===== config.mk =====
export PLATFORM = sky130hd
export DESIGN_NAME = ambient_light_lux_calc
export DESIGN_NICKNAME = d
export VERILOG_FILES = /design/src/hdl/alc_pkg.sv /design/src/hdl/alc_front.sv /design/src/hdl/alc_queue.sv /design/src/hdl/alc_back.sv /design/src/hdl/ambient_light_lux_calc.sv
export SDC_FILE = /design/constraint.sdc
export NUM_CORES = 2
export LEC_CHECK = 0
export ABC_CLOCK_PERIOD_IN_PS = 36700
export CORE_MARGIN = 2
export CORE_UTILIZATION = 50
export CTS_CLUSTER_DIAMETER = 40
export DETAILED_ROUTE_END_ITERATION = 10
export DONT_BUFFER_PORTS = 1
export GPL_ROUTABILITY_DRIVEN = 0
export PLACE_DENSITY_LB_ADDON = 0.25
export SLEW_MARGIN = 20
export SYNTH_ARGS = -nofsm -noshare
export SYNTH_HDL_FRONTEND = slang
export SYNTH_SLANG_ARGS = --single-unit

===== constraint.sdc =====
create_clock -name clk -period 36.7 [get_ports clk]
set_input_delay 7.34 -clock clk [delete_from_list [all_inputs] [get_ports clk]]
set_output_delay 7.34 -clock clk [all_outputs]
set_load 0.02 [all_outputs]

===== src/hdl/alc_pkg.sv =====
package alc_pkg;

	localparam int CNT_W   = 16;
	localparam int SCALE_W = 19;
	localparam int CH_W    = 22;
	localparam int COEF_W  = 10;
	localparam int PROD_W  = CH_W + COEF_W;
	localparam int LUX_W   = 17;
	localparam int NSEG    = 8;
	localparam int IDX_W   = 3;

	localparam int CH_SHIFT    = 10;
	localparam int RATIO_SHIFT = 9;
	localparam int LUX_SHIFT   = 14;

	localparam logic [LUX_W-1:0] SAT_LUX = 17'h10000;

	typedef logic [CH_W-1:0]    ch_t;
	typedef logic [COEF_W-1:0]  coef_t;
	typedef logic [SCALE_W-1:0] scale_t;

	// one scaled reading pair travelling through the queue
	typedef struct packed {
		logic clipped;
		ch_t  ch0;
		ch_t  ch1;
	} alc_item_t;

	function automatic logic [CNT_W-1:0] clip_level(input logic [1:0] itime);
		logic [CNT_W-1:0] lvl;
		case (itime)
			2'd0:    lvl = 16'd4900;
			2'd1:    lvl = 16'd37000;
			default: lvl = 16'd65000;
		endcase
		return lvl;
	endfunction

	function automatic logic [14:0] scale_base(input logic [1:0] itime);
		logic [14:0] s;
		case (itime)
			2'd0:    s = 15'h7517;
			2'd1:    s = 15'h0FE7;
			default: s = 15'h0400;
		endcase
		return s;
	endfunction

	function automatic coef_t seg_k(input logic cs, input logic [IDX_W-1:0] i);
		coef_t v;
		case ({cs, i})
			4'd0:    v = 10'h040;
			4'd1:    v = 10'h080;
			4'd2:    v = 10'h0c0;
			4'd3:    v = 10'h100;
			4'd4:    v = 10'h138;
			4'd5:    v = 10'h19a;
			4'd8:    v = 10'h043;
			4'd9:    v = 10'h085;
			4'd10:   v = 10'h0c8;
			4'd11:   v = 10'h10a;
			4'd12:   v = 10'h14d;
			4'd13:   v = 10'h19a;
			default: v = 10'h29a;
		endcase
		return v;
	endfunction

	function automatic coef_t seg_b(input logic cs, input logic [IDX_W-1:0] i);
		coef_t v;
		case ({cs, i})
			4'd0:    v = 10'h1f2;
			4'd1:    v = 10'h214;
			4'd2:    v = 10'h23f;
			4'd3:    v = 10'h270;
			4'd4:    v = 10'h16f;
			4'd5:    v = 10'h0d2;
			4'd6:    v = 10'h018;
			4'd8:    v = 10'h204;
			4'd9:    v = 10'h228;
			4'd10:   v = 10'h253;
			4'd11:   v = 10'h282;
			4'd12:   v = 10'h177;
			4'd13:   v = 10'h101;
			4'd14:   v = 10'h037;
			default: v = 10'h000;
		endcase
		return v;
	endfunction

	function automatic coef_t seg_m(input logic cs, input logic [IDX_W-1:0] i);
		coef_t v;
		case ({cs, i})
			4'd0:    v = 10'h1be;
			4'd1:    v = 10'h2d1;
			4'd2:    v = 10'h37b;
			4'd3:    v = 10'h3fe;
			4'd4:    v = 10'h1fc;
			4'd5:    v = 10'h0fb;
			4'd6:    v = 10'h012;
			4'd8:    v = 10'h1ad;
			4'd9:    v = 10'h2c1;
			4'd10:   v = 10'h363;
			4'd11:   v = 10'h3df;
			4'd12:   v = 10'h1dd;
			4'd13:   v = 10'h127;
			4'd14:   v = 10'h02b;
			default: v = 10'h000;
		endcase
		return v;
	endfunction

endpackage


===== src/hdl/alc_front.sv =====
module alc_front (
	input  logic                    clk,
	input  logic                    arst_n,
	input  logic                    in_valid,
	output logic                    in_stall,
	input  logic [15:0]             broadband_count,
	input  logic [15:0]             infrared_count,
	input  logic [1:0]              integration_time,
	input  logic                    gain_high,
	input  logic                    q_full,
	output logic                    q_push,
	output alc_pkg::alc_item_t      q_item
);
	import alc_pkg::*;

	logic              vld_s1;
	alc_item_t         item_s1;
	logic              load;
	logic [CNT_W-1:0]  clip_lvl;
	scale_t            scale;
	logic [34:0]       prod0;
	logic [34:0]       prod1;
	alc_item_t         item_d;

	always_comb begin
		clip_lvl = clip_level(integration_time);
		scale    = gain_high ? SCALE_W'(scale_base(integration_time))
		                     : SCALE_W'(scale_base(integration_time)) << 4;
		prod0    = 35'(broadband_count) * 35'(scale);
		prod1    = 35'(infrared_count) * 35'(scale);
		item_d.clipped = (broadband_count > clip_lvl) || (infrared_count > clip_lvl);
		item_d.ch0     = prod0[CH_SHIFT +: CH_W];
		item_d.ch1     = prod1[CH_SHIFT +: CH_W];
	end

	assign q_push   = vld_s1 && !q_full;
	assign load     = !vld_s1 || !q_full;
	assign in_stall = !load;
	assign q_item   = item_s1;

	always_ff @(posedge clk or negedge arst_n) begin
		if (!arst_n) begin
			vld_s1 <= 1'b0;
		end else if (load) begin
			vld_s1 <= in_valid;
		end
	end

	always_ff @(posedge clk) begin
		if (load && in_valid) begin
			item_s1 <= item_d;
		end
	end

endmodule


===== src/hdl/alc_queue.sv =====
module alc_queue #(
	parameter int DEPTH = 4
) (
	input  logic                clk,
	input  logic                arst_n,
	input  logic                push,
	input  alc_pkg::alc_item_t  push_item,
	output logic                full,
	input  logic                pop,
	output logic                empty,
	output alc_pkg::alc_item_t  head_item
);
	import alc_pkg::*;

	localparam int PTR_W = (DEPTH > 1) ? $clog2(DEPTH) : 1;
	localparam int CNT_Q = $clog2(DEPTH + 1);

	alc_item_t          mem [DEPTH];
	logic [PTR_W-1:0]   wr_ptr_q;
	logic [PTR_W-1:0]   rd_ptr_q;
	logic [CNT_Q-1:0]   count_q;
	logic               do_push;
	logic               do_pop;

	assign full      = (count_q == CNT_Q'(DEPTH));
	assign empty     = (count_q == '0);
	assign do_push   = push && !full;
	assign do_pop    = pop && !empty;
	assign head_item = mem[rd_ptr_q];

	always_ff @(posedge clk or negedge arst_n) begin
		if (!arst_n) begin
			wr_ptr_q <= '0;
			rd_ptr_q <= '0;
			count_q  <= '0;
		end else begin
			if (do_push) begin
				wr_ptr_q <= (wr_ptr_q == PTR_W'(DEPTH - 1)) ? '0 : wr_ptr_q + 1'b1;
			end
			if (do_pop) begin
				rd_ptr_q <= (rd_ptr_q == PTR_W'(DEPTH - 1)) ? '0 : rd_ptr_q + 1'b1;
			end
			case ({do_push, do_pop})
				2'b10:   count_q <= count_q + 1'b1;
				2'b01:   count_q <= count_q - 1'b1;
				default: count_q <= count_q;
			endcase
		end
	end

	always_ff @(posedge clk) begin
		if (do_push) begin
			mem[wr_ptr_q] <= push_item;
		end
	end

endmodule


===== src/hdl/alc_back.sv =====
module alc_back (
	input  logic                clk,
	input  logic                arst_n,
	input  logic                package_cs,
	input  logic                q_empty,
	input  alc_pkg::alc_item_t  q_item,
	output logic                q_pop,
	output logic                out_valid,
	input  logic                out_stall,
	output logic [16:0]         lux,
	output logic                clipped
);
	import alc_pkg::*;

	typedef struct packed {
		logic             clipped;
		logic             found;
		logic [IDX_W-1:0] idx;
		ch_t              ch0;
		ch_t              ch1;
	} srch_t;

	localparam int NSTG = NSEG - 1;

	srch_t               srch_q [NSTG + 1];
	srch_t               srch_d [NSTG];
	logic [NSTG:0]       srch_vld_q;
	logic                adv;

	logic                prd_vld_q;
	logic                prd_clip_q;
	logic [PROD_W-1:0]   p0_q;
	logic [PROD_W-1:0]   p1_q;
	logic                dif_vld_q;
	logic                dif_clip_q;
	logic [PROD_W-1:0]   diff_q;
	logic                out_vld_q;
	logic [LUX_W-1:0]    lux_q;
	logic                clip_q;
	logic [PROD_W:0]     rounded;

	// whole back end moves together whenever the output register can take a value
	assign adv   = !out_vld_q || !out_stall;
	assign q_pop = adv && !q_empty;

	// one breakpoint per stage: ratio <= k  <=>  (ch1 << 10) < (2k+1) * ch0
	for (genvar j = 0; j < NSTG; j++) begin : g_srch
		logic [COEF_W:0]   odd_k;
		logic [PROD_W:0]   rhs;
		logic [PROD_W-1:0] lhs;
		logic              hit;

		always_comb begin
			odd_k  = {seg_k(package_cs, IDX_W'(j)), 1'b1};
			lhs    = {srch_q[j].ch1, (RATIO_SHIFT + 1)'(0)};
			rhs    = (PROD_W + 1)'(srch_q[j].ch0) * (PROD_W + 1)'(odd_k);
			hit    = (srch_q[j].ch0 == '0) || ({1'b0, lhs} < rhs);
			srch_d[j] = srch_q[j];
			if (!srch_q[j].found && hit) begin
				srch_d[j].found = 1'b1;
				srch_d[j].idx   = IDX_W'(j);
			end
		end
	end

	always_ff @(posedge clk or negedge arst_n) begin
		if (!arst_n) begin
			srch_vld_q <= '0;
			prd_vld_q  <= 1'b0;
			dif_vld_q  <= 1'b0;
			out_vld_q  <= 1'b0;
		end else if (adv) begin
			srch_vld_q <= {srch_vld_q[NSTG-1:0], !q_empty};
			prd_vld_q  <= srch_vld_q[NSTG];
			dif_vld_q  <= prd_vld_q;
			out_vld_q  <= dif_vld_q;
		end
	end

	assign rounded = {1'b0, diff_q} + (PROD_W + 1)'(1 << (LUX_SHIFT - 1));

	always_ff @(posedge clk) begin
		if (adv) begin
			srch_q[0].clipped <= q_item.clipped;
			srch_q[0].found   <= 1'b0;
			srch_q[0].idx     <= IDX_W'(NSEG - 1);
			srch_q[0].ch0     <= q_item.ch0;
			srch_q[0].ch1     <= q_item.ch1;
			for (int s = 0; s < NSTG; s++) begin
				srch_q[s+1] <= srch_d[s];
			end
			prd_clip_q <= srch_q[NSTG].clipped;
			p0_q <= PROD_W'(srch_q[NSTG].ch0) *
			        PROD_W'(seg_b(package_cs, srch_q[NSTG].idx));
			p1_q <= PROD_W'(srch_q[NSTG].ch1) *
			        PROD_W'(seg_m(package_cs, srch_q[NSTG].idx));
			dif_clip_q <= prd_clip_q;
			diff_q     <= (p0_q > p1_q) ? p0_q - p1_q : '0;
			clip_q     <= dif_clip_q;
			lux_q      <= dif_clip_q ? SAT_LUX : rounded[LUX_SHIFT +: LUX_W];
		end
	end

	assign out_valid = out_vld_q;
	assign lux       = lux_q;
	assign clipped   = clip_q;

endmodule


===== src/hdl/ambient_light_lux_calc.sv =====
// channel   direction  handshake           payload
// in        sink       in_valid/in_stall   broadband_count[15:0], infrared_count[15:0]
// out       source     out_valid/out_stall lux[16:0], clipped
// config    sink       apb (psel/penable)  integration_time @0x0, gain_high @0x4,
//                                          package_cs @0x8
//
// one transaction per clock in and out while nothing stalls; the breakpoint search is
// pipelined, one breakpoint compare per stage, so the datapath never iterates on an item
// a result passes through the front register, queue, 8 search stages, product,
// difference and output register
// arst_n clears valids, queue pointers and the config registers (all zero)
// an output stall freezes the back end; the queue soaks up what the front has
// in flight, and in_stall rises only once the queue is full
module ambient_light_lux_calc #(
	parameter int QUEUE_DEPTH = 4
) (
	input  logic        clk,
	input  logic        arst_n,
	// input transaction
	input  logic        in_valid,
	output logic        in_stall,
	input  logic [15:0] broadband_count,
	input  logic [15:0] infrared_count,
	// result transaction
	output logic        out_valid,
	input  logic        out_stall,
	output logic [16:0] lux,
	output logic        clipped,
	// register port
	input  logic        psel,
	input  logic        penable,
	input  logic        pwrite,
	input  logic [3:0]  paddr,
	input  logic [31:0] pwdata,
	output logic [31:0] prdata,
	output logic        pready
);
	import alc_pkg::*;

	localparam logic [1:0] REG_ITIME = 2'd0;
	localparam logic [1:0] REG_GAIN  = 2'd1;
	localparam logic [1:0] REG_PKG   = 2'd2;

	logic [1:0]  itime_q;
	logic        gain_q;
	logic        pkg_cs_q;
	logic        wr_en;
	logic [1:0]  reg_idx;

	logic        q_push;
	logic        q_pop;
	logic        q_full;
	logic        q_empty;
	alc_item_t   push_item;
	alc_item_t   head_item;

	// register file: written on the access phase, always ready
	assign pready  = 1'b1;
	assign wr_en   = psel && penable && pwrite;
	assign reg_idx = paddr[3:2];

	always_ff @(posedge clk or negedge arst_n) begin
		if (!arst_n) begin
			itime_q  <= '0;
			gain_q   <= 1'b0;
			pkg_cs_q <= 1'b0;
		end else if (wr_en) begin
			case (reg_idx)
				REG_ITIME: itime_q  <= pwdata[1:0];
				REG_GAIN:  gain_q   <= pwdata[0];
				REG_PKG:   pkg_cs_q <= pwdata[0];
				default:   ;
			endcase
		end
	end

	always_comb begin
		case (reg_idx)
			REG_ITIME: prdata = {30'd0, itime_q};
			REG_GAIN:  prdata = {31'd0, gain_q};
			REG_PKG:   prdata = {31'd0, pkg_cs_q};
			default:   prdata = '0;
		endcase
	end

	// front: clip check and integration/gain scaling
	alc_front u_front (
		.clk              (clk),
		.arst_n           (arst_n),
		.in_valid         (in_valid),
		.in_stall         (in_stall),
		.broadband_count  (broadband_count),
		.infrared_count   (infrared_count),
		.integration_time (itime_q),
		.gain_high        (gain_q),
		.q_full           (q_full),
		.q_push           (q_push),
		.q_item           (push_item)
	);

	// decoupling queue between the two halves
	alc_queue #(
		.DEPTH (QUEUE_DEPTH)
	) u_queue (
		.clk       (clk),
		.arst_n    (arst_n),
		.push      (q_push),
		.push_item (push_item),
		.full      (q_full),
		.pop       (q_pop),
		.empty     (q_empty),
		.head_item (head_item)
	);

	// back: breakpoint search, coefficient products, clamp and rounding
	alc_back u_back (
		.clk        (clk),
		.arst_n     (arst_n),
		.package_cs (pkg_cs_q),
		.q_empty    (q_empty),
		.q_item     (head_item),
		.q_pop      (q_pop),
		.out_valid  (out_valid),
		.out_stall  (out_stall),
		.lux        (lux),
		.clipped    (clipped)
	);

endmodule


# Word level (Yosys, flattened, before mapping)
# Memory sizes are Yosys's and may differ from the RTL's.
# Cells that the tools add are included.
[totals]
latchBits = 0
input_bits = 75
word_cells = 137
mem_bits_rw = 572
mem_count = 4
register_bits = 183
rom_bits = 320
[op_classes]
addsub = 6
mul = 11
n_eq_ne = 8
shifts = 0
n_div = 0
n_mux = 25
n_reduce_logical = 51
bitwise = 1
magnitude_cmp = 10
[mem_list]
columns = ["name", "words", "width", "read_ports", "rd_clocked_by_memory_dff", "write_ports", "line_no", "source"]
rows = [
  ["u_back.srch_q", 8, 49, 8, 0, 8, "alc_back.sv:25", "srch_t srch_q [NSTG + 1];"],
  ["u_queue.mem", 4, 45, 1, 0, 1, "alc_queue.sv:18", "alc_item_t mem [DEPTH];"],
  ["(no name shown)", 16, 10, 1, 0, 0, "alc_pkg.sv:71", "case ({cs, i})"],
  ["(no name shown)", 16, 10, 1, 0, 0, "alc_pkg.sv:93", "case ({cs, i})"],
]
[ops]
columns = ["operator", "count"]
rows = [
  ["$lt A32 B33 Y1", 7],
  ["$mul A22 B11 Y33", 5],
  ["$logic_not A22 Y1", 7],
  ["$pmux W10 S2", 5],
  ["$mul A16 B19 Y32", 2],
  ["$mul A22 B10 Y32", 2],
  ["$mul A22 B11 Y33 const B", 1],
  ["$gt A16 B16 Y1", 2],
  ["$gt A32 B32 Y1", 1],
  ["$mul A22 B10 Y32 const B", 1],
  ["$pmux W16 S2", 1],
  ["$add A31 B14 Y31 const B", 1],
  ["$sub A31 B31 Y31", 1],
  ["$pmux W15 S2", 1],
  ["$mux W4", 7],
  ["$mux W10", 2],
  ["$mux W19", 1],
  ["$logic_and A1 B1 Y1", 14],
  ["$logic_not A1 Y1", 13],
  ["$logic_or A1 B1 Y1", 10],
  ["$eq A2 B2 Y1 const B", 4],
  ["$eq A2 B1 Y1 const B", 3],
  ["$pmux W2 S3", 1],
  ["$pmux W3 S2", 1],
  ["11 further kinds", 19],
]

# Depth between registers and ports, before layout
[logic_depth]
word_depth = 7
mapped_depth = 37
mapped_depth_nobuf = 34

# Hierarchy
# Synthesis repeated with hierarchy kept, for this count alone.
[unflattened]
cells_unflattened = 8395
area_unflattened_um2 = 88049.4
[by_module_without_submodules]
columns = ["mod", "instances", "area_each_um2", "cells_per_inst"]
rows = [
  ["alc_back", 1, 61535.3, 6049],
  ["alc_front", 1, 19112.1, 2022],
  ["alc_queue", 1, 6942.9, 275],
  ["ambient_light_lux_calc", 1, 459.2, 49],
]

# Least setup slack after synthesis
# OpenSTA, ideal clock, no wires.
[synth_timing]
path_kind = "input-to-reg"
start = "input out_stall"
end = "register u_back.dif_vld_q"
arrival_ns = 22.597
path_stages = 3
n_path_buf = 1
setup_slack_ns = 13.964
path_cell_list = "nand2_1 clkbuf_1 mux2_2"
[synth_between]
elab_chain_cells = 2
[synth_lines]
columns = ["item", "line_no", "source"]
rows = [
  ["start, declared", "ambient_light_lux_calc.sv:26", "input logic out_stall,"],
  ["$logic_not A1 Y1", "alc_back.sv:43", "assign adv = !out_vld_q || !out_stall;"],
  ["$logic_or A1 B1 Y1", "alc_back.sv:43", ""],
  ["end signal, assigned", "alc_back.sv:75", "dif_vld_q <= prd_vld_q;"],
  ["end, declared", "alc_back.sv:34", "logic dif_vld_q;"],
]
# No other way between the ends.
# A chain may end at the register's enable or synchronous reset.

# Final worst setup path
[layout_timing]
start = "input paddr[2]"
end = "output prdata[0]"
[layout_between]
elab_chain_cells = 2
[layout_lines]
columns = ["item", "line_no", "source"]
rows = [
  ["start, declared", "ambient_light_lux_calc.sv:33", "input logic [3:0] paddr,"],
  ["$eq A2 B2 Y1 (tied with other cells)", "ambient_light_lux_calc.sv:78", "case (reg_idx)"],
  ["$pmux W2 S3 *", "ambient_light_lux_calc.sv:78", ""],
  ["end, declared", "ambient_light_lux_calc.sv:35", "output logic [31:0] prdata,"],
]
# Mark *: on every way between the ends. The rest lies on a longest branch, timed or not.

==> summary.txt <==
Clock tree
  • Clk sinks: 734
  • H-tree depth: 3
  • CTS Buffer Depth: 3
  • Clock insertion delay at the later pin of the skew report: 0.73 ns
  • CTS Hold Bufs: 0
  • Total CTS buffers: 109
  • Number of gates resized after CTS: 0
  • CTS clk-pin slew, worst paths: 0.05 ns
  • Setup Buffers After CTS: 0
  • CTS tree: done
  • Cell at the root of the clock tree: clkbuf_16

Setup path
  • Critical Path AT: 7.96 ns
  • Worst-path maximum fanout: 6
  • CP peak stage delay: 0.53 ns
  • Critical path, cell by cell: mux2i_1 -> o21ai_0
  • Critical path's top delay family: compound AO/OA/AOI/OAI gates
  • CP Launch Type: input pin
  • Critical Path RT: 29.36 ns
  • Reg2reg start: u_back.srch_q[3][27]
  • Setup crit start: paddr[2]
  • Buf/Inv on CP: 0
  • Crit-path slowest cell: o21ai_0
  • Crit end category: output port
  • Worst Setup Path Type: input pin to output port

Status
  • Outcome: complete, no violations

Drt
  • Vias post-DR: 55533
  • Vias per cell: 5.34
  • Pre-Repair DR Iteration Count: 6
  • 1st-iter DRT viols: 3091
  • DR WL/cell: 18.8 um
  • Post-Route WL: 195000 um
  • Remaining DRCs: 0
  • DRT antenna net count: 0

Worst hold path
  • Critical hold path startpoint: u_back.srch_q[3][48]
  • Hold Crit Class: flop to flop

STA
  • Final hold viol count: 0
  • Worst Tran Pin Value: 1.14 ns
  • RSZ-0062 raised after global routing: false
  • # setup viols final: 0
  • Clock Skews: 0.0298 ns
  • Worst slew margin: 0.235
  • Final WS setup: 21.40 ns
  • Fin crit period: 15.30 ns
  • Hold slack: 0.416 ns
  • Tcrit/Tclk final: 0.417
  • Final slew viol count: 0
  • Setup TNS: 0 ns
  • FMAX: 65.4 MHz

Floorplan
  • Core box area: 171000 um2
  • Die ar.: 176000 um2
  • Row count: 152
  • Die width: 419 um
  • Initial Util: 0.503
  • Top Ports: 128
  • Die Ht: 419 um

Synth
  • Post-synth top flop: edfxtp_1
  • Post-Syn Instances: 8033
  • EDFF count, synth: 711
  • Synth top cells by count: 1648 x inv_1, 1276 x ha_1, 1128 x fa_1
  • Synth top area share: 0.262
  • Largest cells by area after synthesis: fa_1 26%, edfxtp_1 25%, ha_1 19%, inv_1 7.2%, nand2_1 2.5%
  • Syn_area_per_cell: 10.7 um2
  • Yosys Warn Count: 0
  • Synthesis-stage register bit count: 734
  • Most area-hungry cell type in the Yosys netlist: fa_1
  • Most frequent cell after synthesis: inv_1
  • Library cells used by synthesis: 80
  • Synthesized area: 86100 um2
  • Async set or reset register ratio after synthesis: 0.0313
  • Fraction of the yosys area taken by sequential cells: 0.255

Global routing
  • Initial antenna violation count: 1
  • Vias in the first global route: 59878
  • First-pass GRT wire length: 319000 um
  • Largest net degree at the start of global routing: 167
  • Total grt overflow: 0
  • Total global-route track usage: 0.231

Placement
  • Input/output buffers: 0
  • Post-detail-place hpwl: 159000 um
  • Placement Setup Slack: 21.40 ns
  • Cell Area, Placed: 88600 um2

Finish
  • Layout cells sized above 1: 0.0458
  • Register Area: 21900 um2
  • Fin nets: 10472
  • Fill cells: 14863
  • Multi-input logic area: 57200 um2
  • Final instance area: 92300 um2
  • Layout area overhead: 7.15%

Flow run
  • Maxcap violations: 0
metrics by stage:
step                instances   util
floorplan                8063      -
global placement        10192  0.517
detailed placement      10192  0.517
CTS                     10393  0.539
global route            10394  0.539
finish                  10394  0.539
path summary, 6_finish.rpt:
kind | to | slack (ns) | cells after the start
max | prdata[0] | 21.40 | 2
min reg2reg | u_back.srch_q[3][97] | 0.42 | 0
max reg2reg | u_back.srch_q[3][95] | 27.11 | 27
max in group asynchronous | pkg_cs_q | 30.27 | 0
min | u_back.srch_q[3][97] | 0.42 | 0
min in group asynchronous | u_queue.rd_ptr_q[0] | 6.31 | 0
sequential cells by signal, indices dropped and copies added (netlist names):
signal	cells
u_back.srch_q	384
u_queue.mem	180
u_back.prd_vld_q	1
u_back.dif_clip_q	1
u_queue.count_q	3
u_back.p0_q	32
gain_q	1
u_front.vld_s1	1
u_queue.wr_ptr_q	2
itime_q	2
u_queue.rd_ptr_q	2
u_back.clipped	1
u_back.lux	17
u_front.q_item	45
pkg_cs_q	1
u_back.p1_q	32
u_back.srch_vld_q	8
u_back.diff_q	18
u_back.out_valid	1
u_back.dif_vld_q	1
u_back.prd_clip_q	1
final cells by class:
class | count | share of cell area
Multi-Input combinational cell | 5453 | 0.620
Sequential cell | 734 | 0.238
Inverter | 1648 | 0.0670
Tap cell | 2310 | 0.0313
Clock buffer | 118 | 0.0299
Clock inverter | 83 | 0.00999
Timing Repair Buffer | 47 | 0.00396
Antenna cell | 1 | 0.0000271
logic make-up (layout without fill, tap and decap cells):
kind of cell             after synthesis  in the layout  share of synthesized area
AO/OA/AOI/OAI                        910            910                     0.0685
AND/OR/NAND/NOR                     1744           1744                      0.102
multiplexers                          64             64                     0.0142
other                                  2             33                  0.0000872
flip-flops                           734            734                      0.255
buffers and inverters               1876           1896                     0.0831
adder cells (fa/ha/maj)             2404           2404                      0.447
XOR/XNOR                             299            299                     0.0304
per-layer routing:
metal	vias up	GRT usage	routed length, um
met5	-	0	0
met4	0	0.110	10700
met1	27811	0.289	80300
met3	411	0.0313	8690
li1	26132	-	-
met2	1179	0.396	95600
placed cells by master, fill, tap and decap left out, drive strengths merged, types with 56 or more instances in the layout:
cell type and count:
inv 1679, ha 1276, fa 1128, edfxtp 711, nand2 574, and2 334
a21oi 285, nor2 235, o21ai 184, xnor2 178, a21o 166, xor2 121
nand3 118, clkbuf 118, nor2b 115, nand2b 77, nor3 58, o21bai 56
Power is not shown: default switching activity piles up to over one toggle a cycle in this logic, so the estimate is an artifact.
